File: src/sv/efc_pkg.sv
`timescale 1ns / 1ps
// ----------------------------------------------------------------------------
// efc_pkg
// Shared constants, register codes and transfer types of the floor controller.
// ----------------------------------------------------------------------------
package efc_pkg;

    localparam int NUM_FLOORS = 4;
    localparam int FLOOR_W    = 3;
    localparam int IDX_W      = $clog2(NUM_FLOORS);
    localparam int SLOT_W     = 4;
    localparam int MOVE_W     = 16;
    localparam int BYTE_W     = 8;
    localparam int ADDR_W     = 3;

    localparam logic [MOVE_W-1:0] MOVE_PERIOD_RESET = 16'd6000;
    localparam logic [BYTE_W-1:0] BYTE_PERIOD_RESET = 8'd40;
    localparam logic [7:0]        FRAME_OPEN        = 8'd9;
    localparam logic [7:0]        FRAME_CLOSE       = 8'd8;
    localparam logic [7:0]        DIR_UP_CODE       = 8'd2;
    localparam logic [7:0]        DIR_DOWN_CODE     = 8'd0;

    localparam logic [SLOT_W-1:0] SLOT_OPEN  = 4'd0;
    localparam logic [SLOT_W-1:0] SLOT_DIR   = 4'd1;
    localparam logic [SLOT_W-1:0] SLOT_FLOOR = 4'd2;
    localparam logic [SLOT_W-1:0] SLOT_GOAL  = 4'd3;
    localparam logic [SLOT_W-1:0] SLOT_REQ0  = 4'd4;
    localparam logic [SLOT_W-1:0] LAST_SLOT  = SLOT_W'(NUM_FLOORS + 4);

    localparam logic REG_MOVE_PERIOD = 1'b0;
    localparam logic REG_BYTE_PERIOD = 1'b1;

    typedef struct packed {
        logic             hit;
        logic [IDX_W-1:0] idx;
    } t_cmd;

    typedef struct packed {
        logic [MOVE_W-1:0] move_period;
        logic [BYTE_W-1:0] byte_period;
    } t_cfg;

    typedef struct packed {
        logic [FLOOR_W-1:0]    car_floor;
        logic [FLOOR_W-1:0]    target_floor;
        logic                  going_up;
        logic                  running;
        logic [NUM_FLOORS-1:0] request_lamps;
        logic                  byte_valid;
        logic [7:0]            byte_out;
    } t_result;

endpackage

File: src/sv/elevator_floor_controller.sv
`timescale 1ns / 1ps
// ----------------------------------------------------------------------------
// elevator_floor_controller
// Four-floor scan controller, one tick item in and one status result out.
// ----------------------------------------------------------------------------
// Each pushed tick yields one result, popped in order. The block takes one
// tick per clock while its queues have room: a front stage picks the lowest
// pressed button, a two-entry queue holds classified ticks, and the back stage
// updates the car state and writes a two-entry result queue. A tick's result
// is registered in the tick queue, then in the result queue, before it reaches
// the result ports. The move and byte periods sit at byte addresses 0 and 4;
// the user must write them only while idle; the block does not enforce this.
module elevator_floor_controller import efc_pkg::*; (
    input  logic                  i_clk,
    input  logic                  i_rst_n,
    input  logic                  push,
    output logic                  full,
    input  logic [NUM_FLOORS-1:0] i_buttons_pressed,
    output logic                  empty,
    input  logic                  pop,
    output logic [FLOOR_W-1:0]    o_car_floor,
    output logic [FLOOR_W-1:0]    o_target_floor,
    output logic                  o_going_up,
    output logic                  o_running,
    output logic [NUM_FLOORS-1:0] o_request_lamps,
    output logic                  o_byte_valid,
    output logic [7:0]            o_byte_out,
    input  logic                  psel,
    input  logic                  penable,
    input  logic                  pwrite,
    input  logic [ADDR_W-1:0]     paddr,
    input  logic [31:0]           pwdata,
    output logic [31:0]           prdata,
    output logic                  pready
);

    t_cfg    r_cfg;
    t_cmd    front_cmd;
    t_cmd    q_cmd;
    logic    q_valid;
    logic    q_pop;
    t_result result;
    logic    cfg_wr;

    assign pready = 1'b1;
    assign cfg_wr = psel && penable && pwrite && pready;

    always_ff @(posedge i_clk) begin
        if (!i_rst_n) begin
            r_cfg.move_period <= MOVE_PERIOD_RESET;
            r_cfg.byte_period <= BYTE_PERIOD_RESET;
        end else if (cfg_wr) begin
            case (paddr[2])
                REG_MOVE_PERIOD: r_cfg.move_period <= pwdata[MOVE_W-1:0];
                REG_BYTE_PERIOD: r_cfg.byte_period <= pwdata[BYTE_W-1:0];
                default: r_cfg <= r_cfg;
            endcase
        end
    end

    always_comb begin
        case (paddr[2])
            REG_MOVE_PERIOD: prdata = 32'(r_cfg.move_period);
            REG_BYTE_PERIOD: prdata = 32'(r_cfg.byte_period);
            default:         prdata = '0;
        endcase
    end

    efc_front u_front (
        .i_buttons (i_buttons_pressed),
        .o_cmd     (front_cmd)
    );

    efc_cmd_fifo u_cmd_fifo (
        .i_clk   (i_clk),
        .i_rst_n (i_rst_n),
        .i_push  (push),
        .i_data  (front_cmd),
        .o_full  (full),
        .o_valid (q_valid),
        .o_data  (q_cmd),
        .i_pop   (q_pop)
    );

    efc_back u_back (
        .i_clk       (i_clk),
        .i_rst_n     (i_rst_n),
        .i_cfg       (r_cfg),
        .i_cmd_valid (q_valid),
        .i_cmd       (q_cmd),
        .o_cmd_pop   (q_pop),
        .o_empty     (empty),
        .o_result    (result),
        .i_pop       (pop)
    );

    assign o_car_floor     = result.car_floor;
    assign o_target_floor  = result.target_floor;
    assign o_going_up      = result.going_up;
    assign o_running       = result.running;
    assign o_request_lamps = result.request_lamps;
    assign o_byte_valid    = result.byte_valid;
    assign o_byte_out      = result.byte_out;

endmodule

File: src/sv/efc_front.sv
`timescale 1ns / 1ps
// ----------------------------------------------------------------------------
// efc_front
// Classifies a tick: finds the lowest pressed call button.
// ----------------------------------------------------------------------------
module efc_front import efc_pkg::*; (
    input  logic [NUM_FLOORS-1:0] i_buttons,
    output t_cmd                  o_cmd
);

    always_comb begin
        o_cmd = '0;
        for (int i = NUM_FLOORS - 1; i >= 0; i--) begin
            if (i_buttons[i]) begin
                o_cmd.hit = 1'b1;
                o_cmd.idx = IDX_W'(i);
            end
        end
    end

endmodule

File: src/sv/efc_cmd_fifo.sv
`timescale 1ns / 1ps
// ----------------------------------------------------------------------------
// efc_cmd_fifo
// Two-entry queue of classified ticks between front and back.
// ----------------------------------------------------------------------------
module efc_cmd_fifo import efc_pkg::*; (
    input  logic i_clk,
    input  logic i_rst_n,
    input  logic i_push,
    input  t_cmd i_data,
    output logic o_full,
    output logic o_valid,
    output t_cmd o_data,
    input  logic i_pop
);

    t_cmd       r_mem [2];
    logic       r_wp;
    logic       r_rp;
    logic [1:0] r_cnt;
    logic       wr;
    logic       rd;

    assign o_full  = (r_cnt == 2'd2);
    assign o_valid = (r_cnt != 2'd0);
    assign o_data  = r_mem[r_rp];
    assign wr      = i_push && !o_full;
    assign rd      = i_pop && o_valid;

    always_ff @(posedge i_clk) begin
        if (wr) begin
            r_mem[r_wp] <= i_data;
        end
    end

    always_ff @(posedge i_clk) begin
        if (!i_rst_n) begin
            r_wp  <= 1'b0;
            r_rp  <= 1'b0;
            r_cnt <= 2'd0;
        end else begin
            if (wr) begin
                r_wp <= ~r_wp;
            end
            if (rd) begin
                r_rp <= ~r_rp;
            end
            r_cnt <= r_cnt + {1'b0, wr} - {1'b0, rd};
        end
    end

endmodule

File: src/sv/efc_back.sv
`timescale 1ns / 1ps
// ----------------------------------------------------------------------------
// efc_back
// One tick per unstalled cycle: move step, status frame, latch, target scan.
// ----------------------------------------------------------------------------
module efc_back import efc_pkg::*; (
    input  logic    i_clk,
    input  logic    i_rst_n,
    input  t_cfg    i_cfg,
    input  logic    i_cmd_valid,
    input  t_cmd    i_cmd,
    output logic    o_cmd_pop,
    output logic    o_empty,
    output t_result o_result,
    input  logic    i_pop
);

    logic [MOVE_W-1:0]     r_tick;
    logic [BYTE_W-1:0]     r_phase;
    logic [SLOT_W-1:0]     r_slot;
    logic [FLOOR_W-1:0]    r_floor;
    logic [FLOOR_W-1:0]    r_goal;
    logic                  r_up;
    logic                  r_run;
    logic [NUM_FLOORS-1:0] r_pend;

    logic [MOVE_W-1:0]     n_tick;
    logic [BYTE_W-1:0]     n_phase;
    logic [SLOT_W-1:0]     n_slot;
    logic [FLOOR_W-1:0]    n_floor;
    logic [FLOOR_W-1:0]    n_goal;
    logic                  n_up;
    logic                  n_run;
    logic [NUM_FLOORS-1:0] n_pend;

    t_result    r_q [2];
    logic       r_wp;
    logic       r_rp;
    logic [1:0] r_cnt;
    logic       take;
    logic       out_pop;
    t_result    res;

    assign o_empty   = (r_cnt == 2'd0);
    assign o_result  = r_q[r_rp];
    assign out_pop   = i_pop && !o_empty;
    assign take      = i_cmd_valid && ((r_cnt != 2'd2) || out_pop);
    assign o_cmd_pop = take;

    always_comb begin
        logic [MOVE_W:0]       tick_inc;
        logic [BYTE_W:0]       ph_inc;
        logic                  moved;
        logic [IDX_W-1:0]      fidx;
        logic [IDX_W-1:0]      ridx;
        logic [NUM_FLOORS-1:0] scan;
        logic                  found;
        logic                  bvalid;
        logic [7:0]            bval;

        n_floor = r_floor;
        n_goal  = r_goal;
        n_up    = r_up;
        n_run   = r_run;
        n_pend  = r_pend;
        n_slot  = r_slot;
        bval    = 8'd0;
        found   = 1'b0;
        fidx    = '0;

        // move step
        tick_inc = {1'b0, r_tick} + (MOVE_W+1)'(1);
        moved    = (tick_inc >= {1'b0, i_cfg.move_period});
        n_tick   = moved ? '0 : tick_inc[MOVE_W-1:0];
        if (moved) begin
            if (r_run) begin
                if (r_up) begin
                    n_floor = (r_floor >= FLOOR_W'(NUM_FLOORS)) ?
                              FLOOR_W'(NUM_FLOORS) : r_floor + FLOOR_W'(1);
                end else begin
                    n_floor = (r_floor <= FLOOR_W'(1)) ?
                              FLOOR_W'(1) : r_floor - FLOOR_W'(1);
                end
                fidx = IDX_W'(n_floor - FLOOR_W'(1));
                if (r_goal == n_floor) begin
                    n_pend[fidx] = 1'b0;
                end
            end
            if (n_pend == '0) begin
                n_run = 1'b0;
                n_up  = ~r_up;
            end else begin
                n_run = 1'b1;
            end
        end

        // status frame
        ph_inc = {1'b0, r_phase} + (BYTE_W+1)'(1);
        if (moved || (ph_inc >= {1'b0, i_cfg.byte_period})) begin
            n_phase = '0;
        end else begin
            n_phase = ph_inc[BYTE_W-1:0];
        end
        bvalid = (n_phase == '0);
        ridx   = IDX_W'(r_slot - SLOT_REQ0);
        if (bvalid) begin
            case (r_slot)
                SLOT_OPEN:  bval = FRAME_OPEN;
                SLOT_DIR:   bval = n_up ? DIR_UP_CODE : DIR_DOWN_CODE;
                SLOT_FLOOR: bval = 8'(n_floor);
                SLOT_GOAL:  bval = 8'(r_goal);
                default: begin
                    bval = (r_slot < LAST_SLOT) ? 8'(n_pend[ridx]) : FRAME_CLOSE;
                end
            endcase
            n_slot = (r_slot >= LAST_SLOT) ? '0 : r_slot + SLOT_W'(1);
        end

        // button latch
        if (i_cmd.hit && (n_floor != FLOOR_W'(i_cmd.idx) + FLOOR_W'(1))) begin
            n_pend[i_cmd.idx] = 1'b1;
        end

        // target scan
        scan = n_pend;
        if (n_up) begin
            for (int i = 0; i < NUM_FLOORS; i++) begin
                if (!found && scan[i]) begin
                    found = 1'b1;
                    if (FLOOR_W'(i + 1) >= n_floor) begin
                        n_goal = FLOOR_W'(i + 1);
                    end else begin
                        n_pend[i] = 1'b0;
                    end
                end
            end
        end else begin
            for (int i = NUM_FLOORS - 1; i >= 0; i--) begin
                if (!found && scan[i]) begin
                    found = 1'b1;
                    if (FLOOR_W'(i + 1) <= n_floor) begin
                        n_goal = FLOOR_W'(i + 1);
                    end else begin
                        n_pend[i] = 1'b0;
                    end
                end
            end
        end

        res.car_floor     = n_floor;
        res.target_floor  = n_goal;
        res.going_up      = n_up;
        res.running       = n_run;
        res.request_lamps = n_pend;
        res.byte_valid    = bvalid;
        res.byte_out      = bval;
    end

    always_ff @(posedge i_clk) begin
        if (!i_rst_n) begin
            r_tick  <= '0;
            r_phase <= '0;
            r_slot  <= '0;
            r_floor <= FLOOR_W'(1);
            r_goal  <= FLOOR_W'(1);
            r_up    <= 1'b1;
            r_run   <= 1'b0;
            r_pend  <= '0;
        end else if (take) begin
            r_tick  <= n_tick;
            r_phase <= n_phase;
            r_slot  <= n_slot;
            r_floor <= n_floor;
            r_goal  <= n_goal;
            r_up    <= n_up;
            r_run   <= n_run;
            r_pend  <= n_pend;
        end
    end

    always_ff @(posedge i_clk) begin
        if (take) begin
            r_q[r_wp] <= res;
        end
    end

    always_ff @(posedge i_clk) begin
        if (!i_rst_n) begin
            r_wp  <= 1'b0;
            r_rp  <= 1'b0;
            r_cnt <= 2'd0;
        end else begin
            if (take) begin
                r_wp <= ~r_wp;
            end
            if (out_pop) begin
                r_rp <= ~r_rp;
            end
            r_cnt <= r_cnt + {1'b0, take} - {1'b0, out_pop};
        end
    end

`ifndef SYNTHESIS
    a_cnt_bound: assert property (@(posedge i_clk) disable iff (!i_rst_n)
        r_cnt != 2'd3)
        else $error("result queue overflow");

    a_cnt_grow: assert property (@(posedge i_clk) disable iff (!i_rst_n)
        take && !out_pop |=> r_cnt == 2'($past(r_cnt) + 2'd1))
        else $error("result not queued");

    a_floor_range: assert property (@(posedge i_clk) disable iff (!i_rst_n)
        r_floor >= FLOOR_W'(1) && r_floor <= FLOOR_W'(NUM_FLOORS) &&
        r_goal >= FLOOR_W'(1) && r_goal <= FLOOR_W'(NUM_FLOORS))
        else $error("floor out of range");

    a_slot_range: assert property (@(posedge i_clk) disable iff (!i_rst_n)
        r_slot <= LAST_SLOT)
        else $error("frame slot out of range");

    a_hold: assert property (@(posedge i_clk) disable iff (!i_rst_n)
        !take |=> $stable(r_floor) && $stable(r_run) && $stable(r_pend))
        else $error("state changed without a tick");
`endif

endmodule
File: config.mk
export PLATFORM = sky130hd
export DESIGN_NAME = elevator_floor_controller
export DESIGN_NICKNAME = d
export VERILOG_FILES = /design/src/sv/efc_pkg.sv /design/src/sv/elevator_floor_controller.sv /design/src/sv/efc_front.sv /design/src/sv/efc_cmd_fifo.sv /design/src/sv/efc_back.sv
export SDC_FILE = /design/constraint.sdc
export NUM_CORES = 1
export LEC_CHECK = 0
export ABC_CLOCK_PERIOD_IN_PS = 4680
export CAP_MARGIN = 20
export CORE_AREA = 2 2 129 94
export DETAILED_ROUTE_END_ITERATION = 7
export DIE_AREA = 0 0 131 96
export DONT_BUFFER_PORTS = 1
export GPL_TIMING_DRIVEN = 0
export HOLD_SLACK_MARGIN = 0.03
export PLACE_DENSITY_LB_ADDON = 0.25
export SLEW_MARGIN = 20
export SYNTH_ARGS = -nofsm -noshare
export SYNTH_HDL_FRONTEND = slang
export SYNTH_HIERARCHICAL = 1
export SYNTH_SLANG_ARGS = --single-unit
File: constraint.sdc
create_clock -name i_clk -period 4.68 [get_ports i_clk]
set_input_delay 0.702 -clock i_clk [delete_from_list [all_inputs] [get_ports i_clk]]
set_output_delay 0.702 -clock i_clk [all_outputs]
set_load 0.01 [all_outputs]
==> results of run 1 <==
-- routing by layer --
layer	wire length [µm]	track usage [%]	vias up
li1	-	-	2856
met1	8190	43.0	2874
met2	7840	43.7	325
met3	1710	8.12	25
met4	197	7.36	0
met5	0	0	-
-- area by class of cell --
class,instances,share of cell area [%]
Multi-Input combinational cell,593,51.2
Sequential cell,114,32.3
Clock buffer,17,5.11
Buffer,53,4.01
Tap cell,157,2.36
Inverter,50,2.25
Clock inverter,15,1.94
Timing Repair Buffer,9,0.856
-- where the power goes --
part / total (mW) / switching (mW) / internal (mW)
clock: 1.29 / 0.498 / 0.788
combinational: 1.52 / 0.979 / 0.537
sequential: 1.39 / 0.117 / 1.28
total: 4.19 / 1.59 / 2.60
-- worst reg2reg max path: stages, from the launching register on --
cell and delay (ns):
dfxtp_1 0.44, nand3_4 0.15, nor3_4 0.31, nand3_2 0.18, nor2_4 0.20, nand3_1 0.13
xnor2_2 0.19, ha_1 0.21, a21o_1 0.15, a21oi_1 0.21, o21ai_1 0.14, a31oi_1 0.24
nand2_2 0.20, o211ai_4 0.19, xor2_4 0.24, inv_2 0.12, or4_4 0.58, o31a_1 0.34
-- cells in the mapped netlist, types with 22 or more instances --
| master | number |
|---|---|
| nand2_1 | 97 |
| dfxtp_1 | 74 |
| inv_1 | 48 |
| ha_1 | 42 |
| edfxtp_1 | 40 |
| nor2b_1 | 37 |
| nor2_1 | 32 |
| a21oi_1 | 31 |
| o21ai_0 | 30 |
| mux2_2 | 29 |
| mux2i_1 | 29 |
| nand3_1 | 26 |
| nor3_1 | 22 |
-- state kept, by name (all words and copies together) (netlist names), named ones only --
name              cells
u_back/r_run          1
u_back/r_up           1
r_cfg                24
u_back/r_goal         3
u_back/r_tick        16
u_back/r_slot         4
u_back/r_floor        3
u_cmd_fifo/r_wp       1
u_back/r_phase        8
u_cmd_fifo/r_mem      6
u_cmd_fifo/r_rp       1
u_back/r_wp           1
u_back/r_rp           1
u_cmd_fifo/r_cnt      2
u_back/r_q           34
u_back/r_cnt          2
u_back/r_pend         4
-- how the worst min path moves through the flow --
stage,end,slack [ns],cells past startpoint,from
5_1_grt,u_cmd_fifo/r_cnt[0],0.41,1,i_rst_n
6_report,u_cmd_fifo/r_cnt[0],0.42,1,i_rst_n
4_1_cts,u_cmd_fifo/r_cnt[0],0.41,1,i_rst_n
3_5_place_dp,r_cfg[23],0.47,2,r_cfg[23]
2_1_floorplan,r_cfg[19],0.44,2,r_cfg[19]
3_3_place_gp,u_back/r_tick[6],0.46,2,u_back/r_tick[6]
-- stage by stage --
stage / power [mW] / worst slack (ns) / instance area [µm²] / cells
final: 4.19 / 0.193 / 8330 / 1008
after CTS: 4.11 / 0.00652 / 8140 / 1000
after global placement: 2.75 / -0.919 / 7470 / 967
after detailed placement: 2.81 / -0.942 / 7480 / 968
after floorplan: 2.42 / 0.390 / 7270 / 810
after global routing: 4.40 / -0.00962 / 8330 / 1008
-- cells by family after synthesis --
| logic type | after synthesis |
|---|---|
| other | 3 |
| muxes | 59 |
| AOI/OAI and AO/OA | 155 |
| and+or+nand+nor | 286 |
| buffers and inverters | 103 |
| xor gates and xnor gates | 30 |
| adders and majority gates | 42 |
| DFF | 114 |
-- cells in the final DEF (no fill, tap or decap), types with 10 or more instances in the layout --
cell type and n:
inv_1 48, buf_4 29, a21oi_1 29, nor2_1 30, a21boi_0 19, and2_1 15
nor3_1 20, o21a_1 10, nor2b_1 37, ha_1 41, xnor2_1 17, o21ai_0 30
clkbuf_1 19, mux2_2 29, nand3_1 23, xor2_1 11, nand2_1 96, mux2i_1 28
conb_1 21, edfxtp_1 40, clkbuf_16 17, dfxtp_1 71
-- timing repair --
item                                   4_1_cts  5_1_grt
gates resized for setup                     12       26
setup buffers                                0        8
pin swaps                                    1        5
setup endpoints to repair                   42       43
endpoints found under the hold margin        0        0
==> flow_summary.toml, run 1 <==
[yosys]
synth-edff-count = 40
synth_top_cell_area_share_pct = 20.6
ys_seq_area_share_pct = 37.2
synth-simple-area-share_pct = 20.2
synth_top_family_by_area = "simple AND/OR/NAND/NOR gates"
synth_compound_area_share_pct = 15.3
synth_top_cells_by_area = "dfxtp_1 (21%), edfxtp_1 (17%), ha_1 (7.3%)"
syn-cell-area_um2 = 7210
synthCells = 792
synth_xor_area_share_pct = 3.75
synthAdderAreaFrac_pct = 7.29
yosys_warnings = 6
synth_ff_type = "dfxtp_1"
synth_mux_area_share_pct = 8.87
async_flop_share_pct = 0
ys_seq_elements = 114
yosys.cell_types.count = 84
yosys.area.top_type = "dfxtp_1"
synth_area_per_cell_um2 = 9.10

[setup_path]
reg2regPathDepth = 17
cpPeakStageDelay_ns = 0.58
path_cells = "nand3_4, nor3_4, nand3_2, nor2_4, nand3_1, xnor2_2, ha_1, a21o_1, a21oi_1, o21ai_1, a31oi_1, nand2_2, o211ai_4, xor2_4, inv_2, or4_4, o31a_1"
cp_max_fo = 8
cp_num_buf_inv = 1
reg2reg_slack_ns = 0.19
crit_type = "flop to flop"
r2r_end = "u_back/r_q[0][5]"
cp_data_required_time_ns = 4.83
critical-path-top-delay-family = "simple AND/OR/NAND/NOR gates"
cp.depth = 17
end_kind = "flop"
cp-start-kind = "flop"
r2r_start = "u_back/r_tick[1]"
cp_slowest_cell = "or4_4"
worstSetupStartpoint = "u_back/r_tick[1]"
crit_arrival_ns = 4.63
crit_end = "u_back/r_q[0][5]"

[clock_network]
cts_buffer_depth = 2
hold_buffers = 0
cts_buffers = 17
clkSinkCount = 114
clock-root-buffer = "clkbuf_16"
clk_latency_ns = 0.41
cts_tree = "yes"
htreeDepth = 4
cts.reportedPaths.clkPinSlew_ns = 0.06

[drt]
vias_per_cell = 6.03
route.detailed.drc = 0
drt_iter0_drc = 536
antenna_left = 0
vias = 6080
firstDrtPassIters = 5
wl_per_cell_um = 17.8
wl_um = 17900

[die]
num_io_pins = 102
dieArea_um2 = 12600
core_um2 = 11400
dieHeight_um = 96
placementRows = 33
fp.dieW_um = 131
initial_core_util_pct = 63.5

[sta]
tightest_slew_ns = 0.865
hold_violations = 0
slew_viol_final = 0
final-setup-viol-count = 0
min_period_over_period_pct = 95.9
finClkSkew_ns = 0.00658
period_needed_ns = 4.49
timing.fmax_mhz = 223
slew_headroom_pct = 42.3
tns_ns = 0
whs_ns = 0.417

[power]
power_density_nw_per_um2 = 504
power.leakage_nw = 3.33
ir_drop_uv = 329

[cells_and_area]
multi_input_area_um2 = 4270
area_growth_pct = 15.6
final_util_pct = 73.3
n_fill_cell = 814
diodes = 0
finalNetCount = 926
seq_area_um2 = 2690
layout-drive-gt1-share_pct = 18.0

[outcome]
status = "complete, no violations"

[grt]
grt_pass1_wl_um = 28600
grt_use_total_pct = 29.6
grt_pass1_vias = 5570
grt.overflow.total = 0
antenna_found_initial = 0
grt_max_degree = 18

[placed_design]
port_buffers = 0
hpwl_um = 12800
place_congestion = 0.949

[flow_run]
drv_cap = 0

[hold_path]
worstHoldPathType = "input port to flop"
Power figures use the tool's default switching activity.
==> run 2: changes to the inputs <==
- ABC_CLOCK_PERIOD_IN_PS: 4680 -> 4330
- CTS_CLUSTER_DIAMETER: not set -> 120
- PLACE_DENSITY_LB_ADDON: 0.25 -> 0.1
- clock period: 4.68 -> 4.33 ns (I/O delays scaled with it)
==> run 2 against run 1 <==
Clock skew is 0.0010 ns higher; non-clock buffer count is 11 higher; design area is 2.3% higher; sequential power is 9% higher; count of clock-buffer cells in the layout stayed put; power is 10% higher.
==> flow_summary.toml, run 2 (synthesis gave the netlist of run 1 again) <==
[hold_path]
hold-path-cell-count = 1
worstHoldPathType = "input port to flop"

[clock_network]
cts_buffers = 17
cts_tree = "yes"
htreeDepth = 4
clock-root-buffer = "clkbuf_16"
cts_buffer_depth = 2
clk_latency_ns = 0.42
clkSinkCount = 114
hold_buffers = 0
cts.reportedPaths.clkPinSlew_ns = 0.06

[cells_and_area]
largest_reg_flops = 34
layout-drive-gt1-share_pct = 20.6
reg_top3 = "u_back/r_q (34), r_cfg (24), u_back/r_tick (16)"
n_fill_cell = 796
final_common_cell = "nand2_1"
area_growth_pct = 18.2
final_cell_count_no_fill = 1020
diodes = 0
top_register = "u_back/r_q"
finalNetCount = 938
final_cell_mix = "nand2_1 (96), dfxtp_1 (69), inv_1 (48), ha_1 (41)"
seq_area_um2 = 2690
multi_input_area_um2 = 4350

[placed_design]
place_inst = 968
port_buffers = 0
place_congestion = 0.965
hpwl_um = 13100

[drt]
route.detailed.drc = 0
wl_per_cell_um = 18.3
firstDrtPassIters = 5
wl_um = 18600
drt_iter0_drc = 552
vias_per_cell = 5.98
antenna_left = 0
vias = 6097

[die]
dieHeight_um = 96
core_um2 = 11400
num_io_pins = 102
fp.dieW_um = 131
dieArea_um2 = 12600
initial_core_util_pct = 63.5
placementRows = 33

[sta]
min_period_over_period_pct = 98.4
final-setup-viol-count = 0
slew_viol_final = 0
timing.fmax_mhz = 235
tns_ns = 0
finClkSkew_ns = 0.00760
hold_violations = 0
period_needed_ns = 4.26
tightest_slew_ns = 0.875
slew_headroom_pct = 41.0

[grt]
grt_pass1_wl_um = 28400
grt_use_total_pct = 29.8
antenna_found_initial = 0
grt_max_degree = 18
grt_pass1_vias = 5553
grt.overflow.total = 0

[power]
pwr-share-seq_pct = 32.6
power_density_nw_per_um2 = 542
swShare_pct = 38.0
power.switching_mw = 1.76
ir_drop_uv = 389
power_frac_comb_pct = 36.7
power.leakage_nw = 3.42
p_clk_share_pct = 30.7
internal-power_mw = 2.86

[setup_path]
cpPeakStageDelay_ns = 0.55
cp_slowest_cell = "or4_4"
reg2regPathDepth = 17
cp-start-kind = "flop"
path_cells = "nand3_4, nor3_4, buf_4, nand3_4, nor2_4, xor2_1, ha_1, nand2_1, o21ai_0, a21oi_2, nand2b_1, clkbuf_4, a21boi_2, o32a_4, inv_2, or4_4, o31a_1"
end_kind = "flop"
crit_type = "flop to flop"
cp_num_buf_inv = 3
cp.depth = 17
critical-path-top-delay-family = "simple AND/OR/NAND/NOR gates"
cp_data_required_time_ns = 4.48
cp_common_cell = "nand3_4"
cp_max_fo = 11
crit_arrival_ns = 4.41

[outcome]
status = "complete, no violations"

[flow_run]
drv_cap = 0
==> run 2: worst paths after layout <==
| check | from | to | slack (ns) |
|---|---|---|---|
| hold reg to reg | r_cfg[19] | r_cfg[19] | 0.47 |
| setup / recovery | u_back/r_tick[2] | u_back/r_q[1][5] | 0.07 |
| hold / removal | i_rst_n | u_cmd_fifo/r_cnt[0] | 0.35 |
| setup reg to reg | u_back/r_tick[2] | u_back/r_q[1][5] | 0.07 |
==> run 2: routing by layer <==
metal  global-route usage (%)  vias to the layer above  share of wire [%]
li1                         -                     2877                  -
met1                     42.5                     2891                 46
met2                     44.8                      294                 44
met3                     6.00                       35                8.7
met4                     11.1                        0                1.5
met5                        0                        -                  0
==> run 2: what timing repair did <==
action | in CTS | in global routing
gates resized for setup | 30 | 31
setup buffers | 3 | 16
cloned | 0 | 1
setup endpoints to repair | 69 | 51
pin swaps | 5 | 10
endpoints found under the hold margin | 0 | 0
==> run 2: cell type report <==
| cell class | count | area share (%) |
|---|---|---|
| sequential | 114 | 31.6 |
| tap | 157 | 2.31 |
| buffer | 53 | 4.01 |
| clock inverter | 15 | 2.03 |
| timing repair buffer | 20 | 1.81 |
| clock buffer | 17 | 4.99 |
| inverter | 50 | 2.20 |
| multi-input combinational | 594 | 51.0 |
==> run 2: stage by stage <==
step / cell area (µm²) / hold slack (ns) / power (mW) / setup WS, ns / utilization [%]
detailed placement: 7480 / 0.463 / 3.04 / -1.26 / 65.9
global placement: 7470 / 0.460 / 2.96 / -1.13 / 65.8
CTS: 8260 / 0.340 / 4.52 / 0.0366 / 72.7
global route: 8520 / 0.357 / 4.85 / -0.0544 / 75.0
finish: 8520 / 0.353 / 4.62 / 0.0701 / 75.0
floorplan: 7270 / 0.443 / 2.61 / 0.0403 / -
==> run 2: power groups by stage <==
stage	clock [mW]	sequential [mW]	combinational, mW
2_1_floorplan	0	1.47	1.14
3_3_place_gp	0	1.51	1.46
3_5_place_dp	0	1.51	1.53
4_1_cts	1.42	1.50	1.60
5_1_grt	1.48	1.53	1.84
6_report	1.42	1.51	1.70
